==> src/sv/text_cursor_layout_core_defines.svh <==
// assertion macros shared by the text cursor layout rtl
`ifndef TEXT_CURSOR_LAYOUT_CORE_DEFINES_SVH
`define TEXT_CURSOR_LAYOUT_CORE_DEFINES_SVH

// same-cycle implication, checked out of reset
`define TCL_ASSERT_NOW(label, clk, rst_n, ante, cons, msg) \
    label: assert property (@(posedge clk) disable iff (!rst_n) (ante) |-> (cons)) \
        else $error(msg);

// next-cycle implication, checked out of reset
`define TCL_ASSERT_NEXT(label, clk, rst_n, ante, cons, msg) \
    label: assert property (@(posedge clk) disable iff (!rst_n) (ante) |=> (cons)) \
        else $error(msg);

`endif

==> src/sv/tcl_pkg.sv <==
// types and constants of the text cursor layout core
package tcl_pkg;

    localparam int unsigned IN_TDATA_W  = 64;
    localparam int unsigned OUT_TDATA_W = 80;

    localparam logic [7:0] LEAD_MIN_EXCL  = 8'h80;
    localparam logic [7:0] ASCII_SPACE    = 8'h20;
    localparam logic [7:0] ASCII_SPLIT    = 8'h5F;
    localparam logic [7:0] ASCII_DEL      = 8'h7F;
    localparam logic [7:0] ASCII_NEWLINE  = 8'h0A;
    localparam logic [7:0] FULL_WIDTH_ROW = 8'hA3;
    localparam logic [7:0] FULL_WIDTH_OFS = 8'h21;

    typedef enum logic {
        KIND_START = 1'b0,
        KIND_TEXT  = 1'b1
    } t_kind;

    typedef enum logic [1:0] {
        CFG_CHAR_WIDTH  = 2'd0,
        CFG_CHAR_HEIGHT = 2'd1,
        CFG_FONT_LOADED = 2'd2
    } t_cfg_idx;

    typedef struct packed {
        logic        kind;
        logic [15:0] start_x;
        logic [15:0] start_y;
        logic        follow_x;
        logic        follow_y;
        logic [14:0] wrap_width;
        logic [7:0]  text_byte;
        logic        last_byte;
    } t_item;

    typedef struct packed {
        logic        lead_pending;
        logic [7:0]  lead_code;
        logic [15:0] line_origin_x;
        logic [15:0] pen_offset;
        logic [15:0] pen_y;
        logic [15:0] wrap_limit;
        logic        skip_newline;
        logic [15:0] last_cursor_x;
        logic [15:0] last_cursor_y;
    } t_state;

    typedef struct packed {
        logic              draw_glyph;
        logic signed [15:0] glyph_x;
        logic signed [15:0] glyph_y;
        logic [7:0]        code_first;
        logic [7:0]        code_next;
        logic signed [15:0] cursor_x;
        logic signed [15:0] cursor_y;
    } t_result;

    typedef struct packed {
        logic [7:0] char_width;
        logic [7:0] char_height;
        logic       font_loaded;
    } t_cfg;

endpackage

==> src/sv/tcl_step.sv <==
// per-byte layout step: next pen state and the result for one item
module tcl_step (
    input  tcl_pkg::t_state  i_state,
    input  tcl_pkg::t_item   i_item,
    input  tcl_pkg::t_cfg    i_cfg,
    output tcl_pkg::t_state  o_state,
    output tcl_pkg::t_result o_result
);
    import tcl_pkg::*;

    logic [7:0]  w_byte;
    logic        w_is_newline;
    logic        w_draw;
    logic [7:0]  w_c1;
    logic [7:0]  w_c2;
    logic [15:0] w_offset_a;
    logic [15:0] w_pen_y_a;
    logic [15:0] w_pen_y_b;
    logic        w_wrap;
    logic        w_check_wrap;
    logic [15:0] w_origin;
    logic [15:0] w_offset;
    logic [15:0] w_cursor_x;
    logic [8:0]  w_min_wrap;
    logic [15:0] w_gx;
    logic [15:0] w_gy;
    t_state      w_st;

    assign w_byte       = i_item.text_byte;
    assign w_is_newline = (w_byte == ASCII_NEWLINE);
    assign w_min_wrap   = {i_cfg.char_width, 1'b0};
    assign w_gx         = i_state.line_origin_x + i_state.pen_offset;
    assign w_gy         = i_state.pen_y;

    always_comb begin
        w_st         = i_state;
        w_draw       = 1'b0;
        w_c1         = '0;
        w_c2         = '0;
        w_offset_a   = i_state.pen_offset;
        w_pen_y_a    = i_state.pen_y;
        w_check_wrap = 1'b0;

        if (i_item.kind == KIND_START) begin
            w_st.line_origin_x = i_item.follow_x ? i_state.last_cursor_x : i_item.start_x;
            w_pen_y_a          = i_item.follow_y ? i_state.last_cursor_y : i_item.start_y;
            w_offset_a         = '0;
            w_st.wrap_limit    = ({1'b0, i_item.wrap_width} < {7'd0, w_min_wrap}) ?
                                 16'd0 : {1'b0, i_item.wrap_width};
            w_st.lead_pending  = 1'b0;
            w_st.lead_code     = '0;
            w_st.skip_newline  = 1'b0;
        end else if (i_state.lead_pending) begin
            // second byte of a pair is taken whatever it is
            w_draw            = 1'b1;
            w_c1              = i_state.lead_code;
            w_c2              = w_byte;
            w_st.lead_pending = 1'b0;
            w_offset_a        = i_state.pen_offset + {8'd0, i_cfg.char_width};
            w_check_wrap      = 1'b1;
        end else if (i_state.skip_newline && w_is_newline) begin
            // newline right after an automatic wrap is swallowed
            w_st.skip_newline = 1'b0;
        end else if ((w_byte > LEAD_MIN_EXCL) && !i_item.last_byte) begin
            w_st.skip_newline = 1'b0;
            w_st.lead_pending = 1'b1;
            w_st.lead_code    = w_byte;
        end else begin
            w_st.skip_newline = 1'b0;
            if ((w_byte > ASCII_SPACE) && (w_byte < ASCII_SPLIT)) begin
                w_draw = 1'b1;
                w_c1   = FULL_WIDTH_ROW;
                w_c2   = ASCII_SPACE + w_byte;
            end else if ((w_byte >= ASCII_SPLIT) && (w_byte < ASCII_DEL)) begin
                w_draw = 1'b1;
                w_c1   = FULL_WIDTH_ROW;
                w_c2   = FULL_WIDTH_OFS + w_byte;
            end
            if (w_is_newline) begin
                w_offset_a = '0;
                w_pen_y_a  = i_state.pen_y + {8'd0, i_cfg.char_height};
            end else begin
                w_offset_a = i_state.pen_offset + {9'd0, i_cfg.char_width[7:1]};
            end
            w_check_wrap = 1'b1;
        end

        w_wrap = w_check_wrap && (w_st.wrap_limit != 16'd0) && (w_offset_a > w_st.wrap_limit);
        if (w_wrap) begin
            w_st.skip_newline = !i_item.last_byte;
        end
    end

    assign w_offset   = w_wrap ? 16'd0 : w_offset_a;
    assign w_pen_y_b  = w_wrap ? (w_pen_y_a + {8'd0, i_cfg.char_height}) : w_pen_y_a;
    assign w_origin   = w_st.line_origin_x;
    assign w_cursor_x = w_origin + w_offset;

    always_comb begin
        o_state  = i_state;
        o_result = '0;
        if (!i_cfg.font_loaded) begin
            // item ignored, pen reported as it stands
            o_result.cursor_x = i_state.line_origin_x + i_state.pen_offset;
            o_result.cursor_y = i_state.pen_y;
        end else begin
            o_state               = w_st;
            o_state.pen_offset    = w_offset;
            o_state.pen_y         = w_pen_y_b;
            o_state.last_cursor_x = w_cursor_x;
            o_state.last_cursor_y = w_pen_y_b;
            o_result.draw_glyph   = w_draw;
            o_result.glyph_x      = w_draw ? w_gx : 16'd0;
            o_result.glyph_y      = w_draw ? w_gy : 16'd0;
            o_result.code_first   = w_c1;
            o_result.code_next    = w_c2;
            o_result.cursor_x     = w_cursor_x;
            o_result.cursor_y     = w_pen_y_b;
        end
    end

endmodule

==> src/sv/text_cursor_layout_core.sv <==
// each result is registered, in the result register or, under output stall, in the skid entry
// throughput: one byte per cycle while input ready is high; the pen state is updated in the same cycle
// a two-entry output stage (result register plus skid) keeps input flowing
// under output stall; input ready drops only while the skid entry is full
// reset (synchronous, active low) clears the pen state and restores config defaults
`include "text_cursor_layout_core_defines.svh"

module text_cursor_layout_core (
    input  logic                             i_clk,
    input  logic                             i_rst_n,
    // config write channel
    input  logic                             i_cfg_valid,
    output logic                             o_cfg_ready,
    input  logic [1:0]                       i_cfg_index,
    input  logic [7:0]                       i_cfg_data,
    // text stream in
    input  logic                             s_axis_tvalid,
    output logic                             s_axis_tready,
    // start_x[15:0], start_y[31:16], follow_x[32], follow_y[33],
    // wrap_width[48:34], text_byte[56:49], zero fill [63:57]
    input  logic [tcl_pkg::IN_TDATA_W-1:0]   s_axis_tdata,
    // kind[0]
    input  logic [0:0]                       s_axis_tuser,
    input  logic                             s_axis_tlast,
    // glyph stream out
    output logic                             m_axis_tvalid,
    input  logic                             m_axis_tready,
    // glyph_x[15:0], glyph_y[31:16], code_first[39:32], code_next[47:40],
    // cursor_x[63:48], cursor_y[79:64]
    output logic [tcl_pkg::OUT_TDATA_W-1:0]  m_axis_tdata,
    // draw_glyph[0]
    output logic [0:0]                       m_axis_tuser
);
    import tcl_pkg::*;

    t_cfg    r_cfg;
    t_state  r_state;
    t_state  n_state;
    t_item   w_item;
    t_result w_result;
    t_result r_out;
    t_result r_skid;
    logic    r_out_valid;
    logic    r_skid_valid;
    logic    w_in_acc;
    logic    w_out_acc;

    assign o_cfg_ready = 1'b1;

    always_ff @(posedge i_clk) begin
        if (!i_rst_n) begin
            r_cfg.char_width  <= 8'd16;
            r_cfg.char_height <= 8'd16;
            r_cfg.font_loaded <= 1'b0;
        end else if (i_cfg_valid && o_cfg_ready) begin
            case (i_cfg_index)
                CFG_CHAR_WIDTH:  r_cfg.char_width  <= i_cfg_data;
                CFG_CHAR_HEIGHT: r_cfg.char_height <= i_cfg_data;
                CFG_FONT_LOADED: r_cfg.font_loaded <= i_cfg_data[0];
                default: ;
            endcase
        end
    end

    assign w_item.kind       = s_axis_tuser[0];
    assign w_item.start_x    = s_axis_tdata[15:0];
    assign w_item.start_y    = s_axis_tdata[31:16];
    assign w_item.follow_x   = s_axis_tdata[32];
    assign w_item.follow_y   = s_axis_tdata[33];
    assign w_item.wrap_width = s_axis_tdata[48:34];
    assign w_item.text_byte  = s_axis_tdata[56:49];
    assign w_item.last_byte  = s_axis_tlast;

    tcl_step u_step (
        .i_state  (r_state),
        .i_item   (w_item),
        .i_cfg    (r_cfg),
        .o_state  (n_state),
        .o_result (w_result)
    );

    assign s_axis_tready = !r_skid_valid;
    assign w_in_acc      = s_axis_tvalid && s_axis_tready;
    assign w_out_acc     = r_out_valid && m_axis_tready;

    always_ff @(posedge i_clk) begin
        if (!i_rst_n) begin
            r_state <= '0;
        end else if (w_in_acc) begin
            r_state <= n_state;
        end
    end

    always_ff @(posedge i_clk) begin
        if (!i_rst_n) begin
            r_out_valid  <= 1'b0;
            r_skid_valid <= 1'b0;
        end else if (!r_out_valid || w_out_acc) begin
            if (r_skid_valid) begin
                r_out_valid  <= 1'b1;
                r_skid_valid <= 1'b0;
            end else begin
                r_out_valid  <= w_in_acc;
            end
        end else if (w_in_acc) begin
            r_skid_valid <= 1'b1;
        end
    end

    // result payload, no reset needed
    always_ff @(posedge i_clk) begin
        if (!r_out_valid || w_out_acc) begin
            if (r_skid_valid) begin
                r_out <= r_skid;
            end else if (w_in_acc) begin
                r_out <= w_result;
            end
        end else if (w_in_acc) begin
            r_skid <= w_result;
        end
    end

    assign m_axis_tvalid = r_out_valid;
    assign m_axis_tuser  = r_out.draw_glyph;
    assign m_axis_tdata  = {r_out.cursor_y, r_out.cursor_x, r_out.code_next,
                            r_out.code_first, r_out.glyph_y, r_out.glyph_x};

    `TCL_ASSERT_NOW(a_skid_behind_out, i_clk, i_rst_n, r_skid_valid, r_out_valid,
        "skid entry held without a result in front")
    `TCL_ASSERT_NEXT(a_stall_fills_skid, i_clk, i_rst_n,
        w_in_acc && r_out_valid && !m_axis_tready, r_skid_valid,
        "transfer under output stall did not land in skid")
    `TCL_ASSERT_NEXT(a_idle_font_holds, i_clk, i_rst_n,
        w_in_acc && !r_cfg.font_loaded, $stable(r_state),
        "pen state moved while font not loaded")
    `TCL_ASSERT_NEXT(a_pair_completes, i_clk, i_rst_n,
        w_in_acc && r_cfg.font_loaded && (w_item.kind == KIND_TEXT) && r_state.lead_pending,
        !r_state.lead_pending, "lead byte still pending after its pair")
    `TCL_ASSERT_NEXT(a_start_clears, i_clk, i_rst_n,
        w_in_acc && r_cfg.font_loaded && (w_item.kind == KIND_START),
        !r_state.lead_pending && !r_state.skip_newline,
        "start transfer left pending flags set")

endmodule
==> config.mk <==
export PLATFORM = sky130hd
export DESIGN_NAME = text_cursor_layout_core
export DESIGN_NICKNAME = d
export VERILOG_FILES = /design/src/sv/tcl_pkg.sv /design/src/sv/tcl_step.sv /design/src/sv/text_cursor_layout_core.sv
export VERILOG_INCLUDE_DIRS = /design/src /design/src/sv
export SDC_FILE = /design/constraint.sdc
export NUM_CORES = 1
export LEC_CHECK = 0
export BUFFER_PORTS_ARGS = -buffer_cell sky130_fd_sc_hd__buf_2
export CAP_MARGIN = 20
export CORE_ASPECT_RATIO = 0.8
export CORE_MARGIN = 3
export CORE_UTILIZATION = 23
export CTS_CLUSTER_DIAMETER = 50
export DETAILED_ROUTE_END_ITERATION = 8
export HOLD_SLACK_MARGIN = 0.03
export MAX_ROUTING_LAYER = met4
export PLACE_DENSITY = 0.43
export SETUP_SLACK_MARGIN = 0.02
export SLEW_MARGIN = 5
export SYNTH_ARGS = -nofsm -noshare
export SYNTH_HDL_FRONTEND = slang
export SYNTH_SLANG_ARGS = --single-unit
==> constraint.sdc <==
create_clock -name i_clk -period 9.2 [get_ports i_clk]
set_input_delay 2.3 -clock i_clk [delete_from_list [all_inputs] [get_ports i_clk]]
set_output_delay 2.3 -clock i_clk [all_outputs]
set_load 0.01 [all_outputs]
==> key figures, run 1 <==
Global route
  – GRT overflow: 0
  – First-pass GRT wire length: 77000 um
  – Gr busiest metal: met2
  – GR Layer Usage met2: 0.220
  – Pin count of the biggest net entering global routing: 69
  – GR Layer Usage met1: 0.196
  – Initial antenna violation count: 4
  – Met3 Resource Use GR: 0.0249
  – GRT Total Usage: 0.142
  – Number of global-route vias before repair: 12600

Die
  – # IOs: 165
  – Row cnt: 85
  – Die Height: 241 um
  – Starting Density: 0.234
  – Die width: 299 um
  – Die ar.: 72000 um^2
  – Core area: 67600 um^2

CTS
  – Post-CTS Hold Buffers: 0
  – Num CTS Buffers: 35
  – Worst skew pair latency: 0.53 ns
  – Clock Sinks: 271
  – H-tree Lvls: 2
  – Clk root buf: clkbuf_16
  – Clock transition at path regs: 0.06 ns
  – CTS tree: built
  – Clock Path Buffers: 3

Yosys
  – Register area share after synthesis: 0.446
  – Distinct cell type count after synthesis: 86
  – Syn Inst Count: 1641
  – Syn Nets: 1817
  – Most common cell in the synthesized netlist: nand2_1
  – Synthesized area per cell: 9.64 um^2
  – Post-synth EDFFs: 162
  – Largest cells by area after synthesis: edfxtp_1 (31%), dfxtp_1 (14%), ha_1 (7.0%)
  – Post-synth top area share: 0.308
  – Top FF cell, synth: edfxtp_1
  – Cell area after synthesis: 15800 um^2
  – Synth Warn #: 0
  – Top cells by count, synth: nand2_1 (188), nor2_1 (178), edfxtp_1 (162), a21oi_1 (147), dfxtp_1 (109)
  – Area leader, netlist: edfxtp_1
  – Synth Register Bits: 271
  – FFs w/ async S/R, synth: 0

Worst setup path
  – Worst path max stage delay: 0.47 ns
  – CP Capture Type: flip-flop
  – CP max-delay cell: or4b_1
  – Worst EP required: 9.57 ns
  – Worst EP arrival: 8.86 ns
  – CP max FO: 6
  – Setup CP Type: input port to flip-flop
  – R2r setup slk: 1.53 ns
  – Startpoint types: input port

Timing
  – Final Max Tran Viols: 0
  – Fmax: 118 MHz
  – Skew final: 0.0198 ns
  – Final period utilization: 0.922
  – Max_slew headroom: 0.329
  – Hold Fails Final Rpt: 0
  – Period minus WS final: 8.48 ns
  – Slew @ Worst Pin: 0.999 ns
  – Setup TNS: 0 ns
  – RSZ-0062 raised after global routing: false
  – Setup violations, final: 0

Detailed routing
  – Drt pass-1 iters: 5
  – DR vias: 12700
  – Initial DRC count: 812
  – # DRC: 0
  – Routed WL: 50700 um
  – Via density: 4.65
  – Wire per inst: 18.5 um
  – Final ANT Viol Nets: 0

Cells and area
  – Register area: 7050 um^2
  – Final design area excluding fillers: 19000 um^2
  – Multi-input gate area: 8250 um^2
  – Area grow syn2layout: 19.9%
  – Final core occ: 0.280
  – Final net count: 1972
  – Fillers: 7242
  – Share of layout cells above drive strength 1: 0.212

Place
  – Placed Area: 17800 um^2
  – PortBufs: 156
  – Post-DP HPWL: 38000 um
  – Final GP Congestion: 0.900

Outcome
  – Status: completed

Job
  – Total of max-cap violations: 0

Power
  – PnR Total Power: 2.99 mW
  – Maximum VDD drop: 0.0000959 V
  – LEAKAGE: 7.54 nW
  – P per Cell Area: 157 nW/um^2

Min path
  – Min-Delay Path Class: flip-flop to flip-flop
-- kinds of logic (layout without fill, tap and decap cells) --
logic type               count (synthesis)  in the layout  synth area share
AO/OA/AOI/OAI                          393            393             0.159
XOR/XNOR                                60             60            0.0337
adder cells (fa/ha/maj)                 95             95            0.0780
buffers and inverters                  140            322            0.0347
flip-flops                             271            271             0.446
multiplexers                           122            122            0.0846
other                                    1              4          0.000237
AND/OR/NAND/NOR                        559            559             0.164
-- per-stage QoR --
stage / instances / hold WS (ns) / setup WS (ns)
global placement: 2672 / 0.438 / 0.285
floorplan: 1641 / 0.433 / 0.154
global route: 2739 / 0.479 / 0.0638
detailed placement: 2672 / 0.446 / 0.222
finish: 2739 / 0.455 / 0.716
CTS: 2736 / 0.454 / 0.738
-- routing by layer --
layer / vias to the layer above / routed length (um)
met5: - / 0
met1: 6057 / 24700
met3: 54 / 2860
met2: 347 / 22300
li1: 6291 / -
met4: 0 / 755
-- state kept, by name (all words and copies together), names as in the netlist --
signal	cells
m_axis_tvalid	1
r_skid	81
m_axis_tuser	1
r_state	90
r_skid_valid	1
r_cfg	17
m_axis_tdata	80
-- final timing paths --
path	from	end	cells past startpoint
setup / recovery	s_axis_tdata[49]	m_axis_tdata[62]	36
hold / removal	r_state[42]	r_state[42]	2
setup reg to reg	r_state[66]	m_axis_tdata[62]	35
hold reg to reg	r_state[42]	r_state[42]	2
-- power breakdown --
part	switching [mW]	total, mW	leakage [nW]	internal [mW]
registers	0.0183	1.34	2.42	1.32
logic	0.167	0.265	4.55	0.0980
clock network	0.575	1.38	0.570	0.805
total	0.761	2.99	7.54	2.23
-- cells in the final DEF, fill, tap and decap left out, types with 11 or more instances in the layout --
| cell type | count |
|---|---|
| o31ai_1 | 27 |
| buf_4 | 51 |
| nor4_1 | 12 |
| dfxtp_1 | 107 |
| nand2b_1 | 14 |
| mux2_2 | 90 |
| a211oi_1 | 25 |
| clkbuf_16 | 36 |
| nand3_1 | 35 |
| nor2_1 | 177 |
| o21a_1 | 11 |
| ha_1 | 89 |
| or3_1 | 11 |
| o21ai_0 | 57 |
| a21o_1 | 20 |
| xnor2_1 | 39 |
| o21bai_1 | 13 |
| buf_2 | 156 |
| xor2_1 | 20 |
| and2_1 | 37 |
| a21oi_1 | 147 |
| o211ai_1 | 11 |
| inv_1 | 48 |
| and3_1 | 14 |
| nor3_1 | 25 |
| mux2i_1 | 30 |
| edfxtp_1 | 162 |
| nand2_1 | 188 |
| a22oi_1 | 13 |
-- layout make-up --
cell class,count,share of cell area
Antenna cell,3,0.000396
Clock buffer,43,0.0499
Clock inverter,21,0.0112
Inverter,51,0.0101
Multi-Input combinational cell,1230,0.435
Sequential cell,271,0.372
Tap cell,913,0.0602
Timing Repair Buffer,207,0.0614
-- what timing repair did --
item                       CTS  global route
hold endpoints to repair     0             0
buffers inserted             0             0
gates resized for setup      0             1
setup endpoints to repair    0             2
-- worst max-delay path, delay by kind of cell --
kind                     cells  cell delay [ns]
XOR/XNOR                     1             0.20
AND/OR/NAND/NOR             15             2.61
adder cells (fa/ha/maj)      4             1.06
AO/OA/AOI/OAI                9             1.50
buffers and inverters        5             0.63
multiplexers                 2             0.53
Note: power is estimated with default switching activity, not from simulation.
==> run 2, diff against run 1 <==
--- a/config.mk
+++ b/config.mk
@@ -8,11 +8,12 @@
 export LEC_CHECK = 0
 export BUFFER_PORTS_ARGS = -buffer_cell sky130_fd_sc_hd__buf_2
 export CAP_MARGIN = 20
-export CORE_ASPECT_RATIO = 0.8
+export CORE_ASPECT_RATIO = 1.5
 export CORE_MARGIN = 3
 export CORE_UTILIZATION = 23
 export CTS_CLUSTER_DIAMETER = 50
 export DETAILED_ROUTE_END_ITERATION = 8
+export GPL_TIMING_DRIVEN = 0
 export HOLD_SLACK_MARGIN = 0.03
 export MAX_ROUTING_LAYER = met4
 export PLACE_DENSITY = 0.43
==> run 2 against run 1 <==
Sequential cell count is the same. Largest cell class unchanged. Register-to-register slack lost 0.28 ns. Total power grew 3.3%. Worst hold slack lost 0.0026 ns. Global-route usage grew 2.4 points. Highest routed layer unchanged. Cell count grew 0.95%. Critical path type unchanged. Combinational power grew 6%. Non-clock buffer count grew 43. Maximum frequency shrank 2.1%. Final area grew 1.2%.
==> key figures, run 2 (synthesis results as in run 1) <==
Timing
  – Fmax: 115 MHz (was 118 MHz)
  – Skew final: 0.0203 ns (was 0.0198 ns)
  – Period minus WS final: 8.67 ns (was 8.48 ns)
  – Slew @ Worst Pin: 1.03 ns (was 0.999 ns)
  – Max_slew headroom: 0.314 (was 0.329)
  – RSZ-0062 raised after global routing: false (unchanged)
  – Setup violations, final: 0 (unchanged)
  – Final period utilization: 0.942 (was 0.922)
  – Hold Fails Final Rpt: 0 (unchanged)
  – Final Max Tran Viols: 0 (unchanged)

Detailed routing
  – Drt pass-1 iters: 5 (unchanged)
  – Routed WL: 58900 um (was 50700 um)
  – Wire per inst: 21.3 um (was 18.5 um)
  – Initial DRC count: 770 (was 812)
  – DR vias: 13100 (was 12700)
  – Final ANT Viol Nets: 0 (unchanged)
  – # DRC: 0 (unchanged)
  – Via density: 4.74 (was 4.65)

Cells and area
  – Final net count: 2017 (was 1972)
  – Biggest register: r_state (unchanged)
  – Commonest non-fill, non-tap cell in the layout: nand2_1 (unchanged)
  – Max FFs per register: 90 (unchanged)
  – Commonest cells after routing, fill and taps aside: nand2_1 (187), nor2_1 (174), edfxtp_1 (162), buf_2 (157), a21oi_1 (146) (was nand2_1 (188), nor2_1 (177), edfxtp_1 (162), buf_2 (156), a21oi_1 (147))
  – Share of layout cells above drive strength 1: 0.199 (was 0.212)
  – Area grow syn2layout: 21.3% (was 19.9%)
  – Final design area excluding fillers: 19200 um^2 (was 19000 um^2)
  – Final core occ: 0.282 (was 0.280)

Die
  – Starting Density: 0.233 (was 0.234)
  – Die ar.: 72000 um^2 (about the same)
  – Core area: 67900 um^2 (was 67600 um^2)
  – Die width: 220 um (was 299 um)
  – Die Height: 327 um (was 241 um)
  – # IOs: 165 (unchanged)
  – Row cnt: 117 (was 85)

Global route
  – Pin count of the biggest net entering global routing: 43 (was 69)
  – Initial antenna violation count: 4 (unchanged)
  – First-pass GRT wire length: 86800 um (was 77000 um)
  – Number of global-route vias before repair: 13200 (was 12600)
  – GRT Total Usage: 0.167 (was 0.142)
  – GRT overflow: 0 (unchanged)

Outcome
  – Status: completed (unchanged)

CTS
  – Worst skew pair latency: 0.55 ns (was 0.53 ns)
  – Clock Path Buffers: 3 (unchanged)
  – Clock Sinks: 271 (unchanged)
  – H-tree Lvls: 2 (unchanged)
  – Clk root buf: clkbuf_16 (unchanged)
  – Clock transition at path regs: 0.06 ns (about the same)
  – Num CTS Buffers: 37 (was 35)
  – CTS tree: built (unchanged)

Power
  – LEAKAGE: 7.54 nW (about the same)
  – Switching portion of total power: 0.263 (was 0.255)
  – Clock power share: 0.475 (was 0.462)
  – Flop pwr share: 0.433 (was 0.449)
  – Maximum VDD drop: 0.000105 V (was 0.0000959 V)
  – PnR Total Power: 3.08 mW (was 2.99 mW)
  – P per Cell Area: 161 nW/um^2 (was 157 nW/um^2)
  – Internal power: 2.27 mW (was 2.23 mW)
  – Combinational share of power: 0.092 (was 0.089)
  – Sw Pwr: 811 uW (was 761 uW)

Place
  – PortBufs: 152 (was 156)
  – Post-DP HPWL: 47200 um (was 38000 um)
  – Final GP Congestion: 0.885 (was 0.900)
  – Placed Area: 17800 um^2 (unchanged)

Worst setup path
  – CP max-delay cell: or4b_4 (was or4b_1)
  – Startpoint types: input port (unchanged)
  – CP Capture Type: flip-flop (unchanged)
  – Worst EP arrival: 8.99 ns (was 8.86 ns)
  – Crit path max-delay family: compound AO/OA/AOI/OAI gates (was simple AND/OR/NAND/NOR gates)
  – Worst EP required: 9.53 ns (was 9.57 ns)
  – Setup CP Type: input port to flip-flop (unchanged)
  – Worst path max stage delay: 0.51 ns (was 0.47 ns)
  – Worst Path Buf+Inv: 5 (unchanged)
  – CP max FO: 10 (was 6)

Min path
  – Min-Delay Path Class: flip-flop to flip-flop (unchanged)

Job
  – Total of max-cap violations: 0 (unchanged)
[run 2: cell count changes in the layout (fill, tap and decap cells not counted), moves of 3 or more]
cell | previous run | this run
buf_4 | 51 | 12
buf_1 | 0 | 7
clkbuf_1 | 5 | 66
nor2_1 | 177 | 174
buf_6 | 0 | 4
clkbuf_16 | 36 | 39
clkinvlp_4 | 0 | 4
[run 2: routing by layer]
metal  up-vias  part of all wire  track usage
li1       6378                 -            -
met5         -                 0            -
met3        89             0.043       0.0241
met1      6340              0.41        0.189
met2       291              0.52        0.297
met4         0             0.035       0.0587
[run 2: final timing paths]
kind / start / endpoint / slack (ns) / cells after the start
max reg2reg: r_state[65] / m_axis_tdata[62] / 1.25 / 35
min reg2reg: r_state[18] / r_state[18] / 0.45 / 2
min: r_state[18] / r_state[18] / 0.45 / 2
max: s_axis_tdata[49] / m_axis_tdata[62] / 0.53 / 33
[run 2: timing repair]
| item | in CTS | in global routing |
|---|---|---|
| setup endpoints to repair | 49 | 12 |
| pin swaps | 1 | 2 |
| resized for setup | 14 | 22 |
| hold buffers | 0 | 0 |
| buffers inserted | 1 | 3 |
[run 2: through the flow]
step | TNS, ns | setup WS, ns | std cells | hold slack (ns)
final | 0 | 0.533 | 2765 | 0.453
after global routing | 0 | 0.0744 | 2765 | 0.484
after CTS | 0 | 0.0439 | 2761 | 0.456
after detailed placement | -118.36 | -3.16 | 2694 | 0.448
after global placement | -394.70 | -3.36 | 2685 | 0.440
after floorplan | 0 | 0.154 | 1641 | 0.433
[run 2: layout make-up]
type	instances	area, um^2
fillers	7247	48700
multi-input cells	1230	8340
flip-flops and latches	271	7050
well taps	892	1120
clock buffers	41	983
repair buffers	165	881
plain buffers	85	362
clock inverters	27	262
inverters	51	191
diodes	3	7.51
[run 2: power by group through the flow]
stage / clock, mW / combinational [mW] / sequential, mW
floorplan: 0 / 0.150 / 1.38
finish: 1.47 / 0.282 / 1.34
global route: 1.55 / 0.313 / 1.34
CTS: 1.52 / 0.285 / 1.34
detailed placement: 0 / 0.283 / 1.36
global placement: 0 / 0.276 / 1.37
[run 2: tightest hold or removal path, cell delays in order, from the launching register on]
cell     delay (ns)
dfxtp_1        0.31
nand2_1        0.05
a21oi_1        0.05
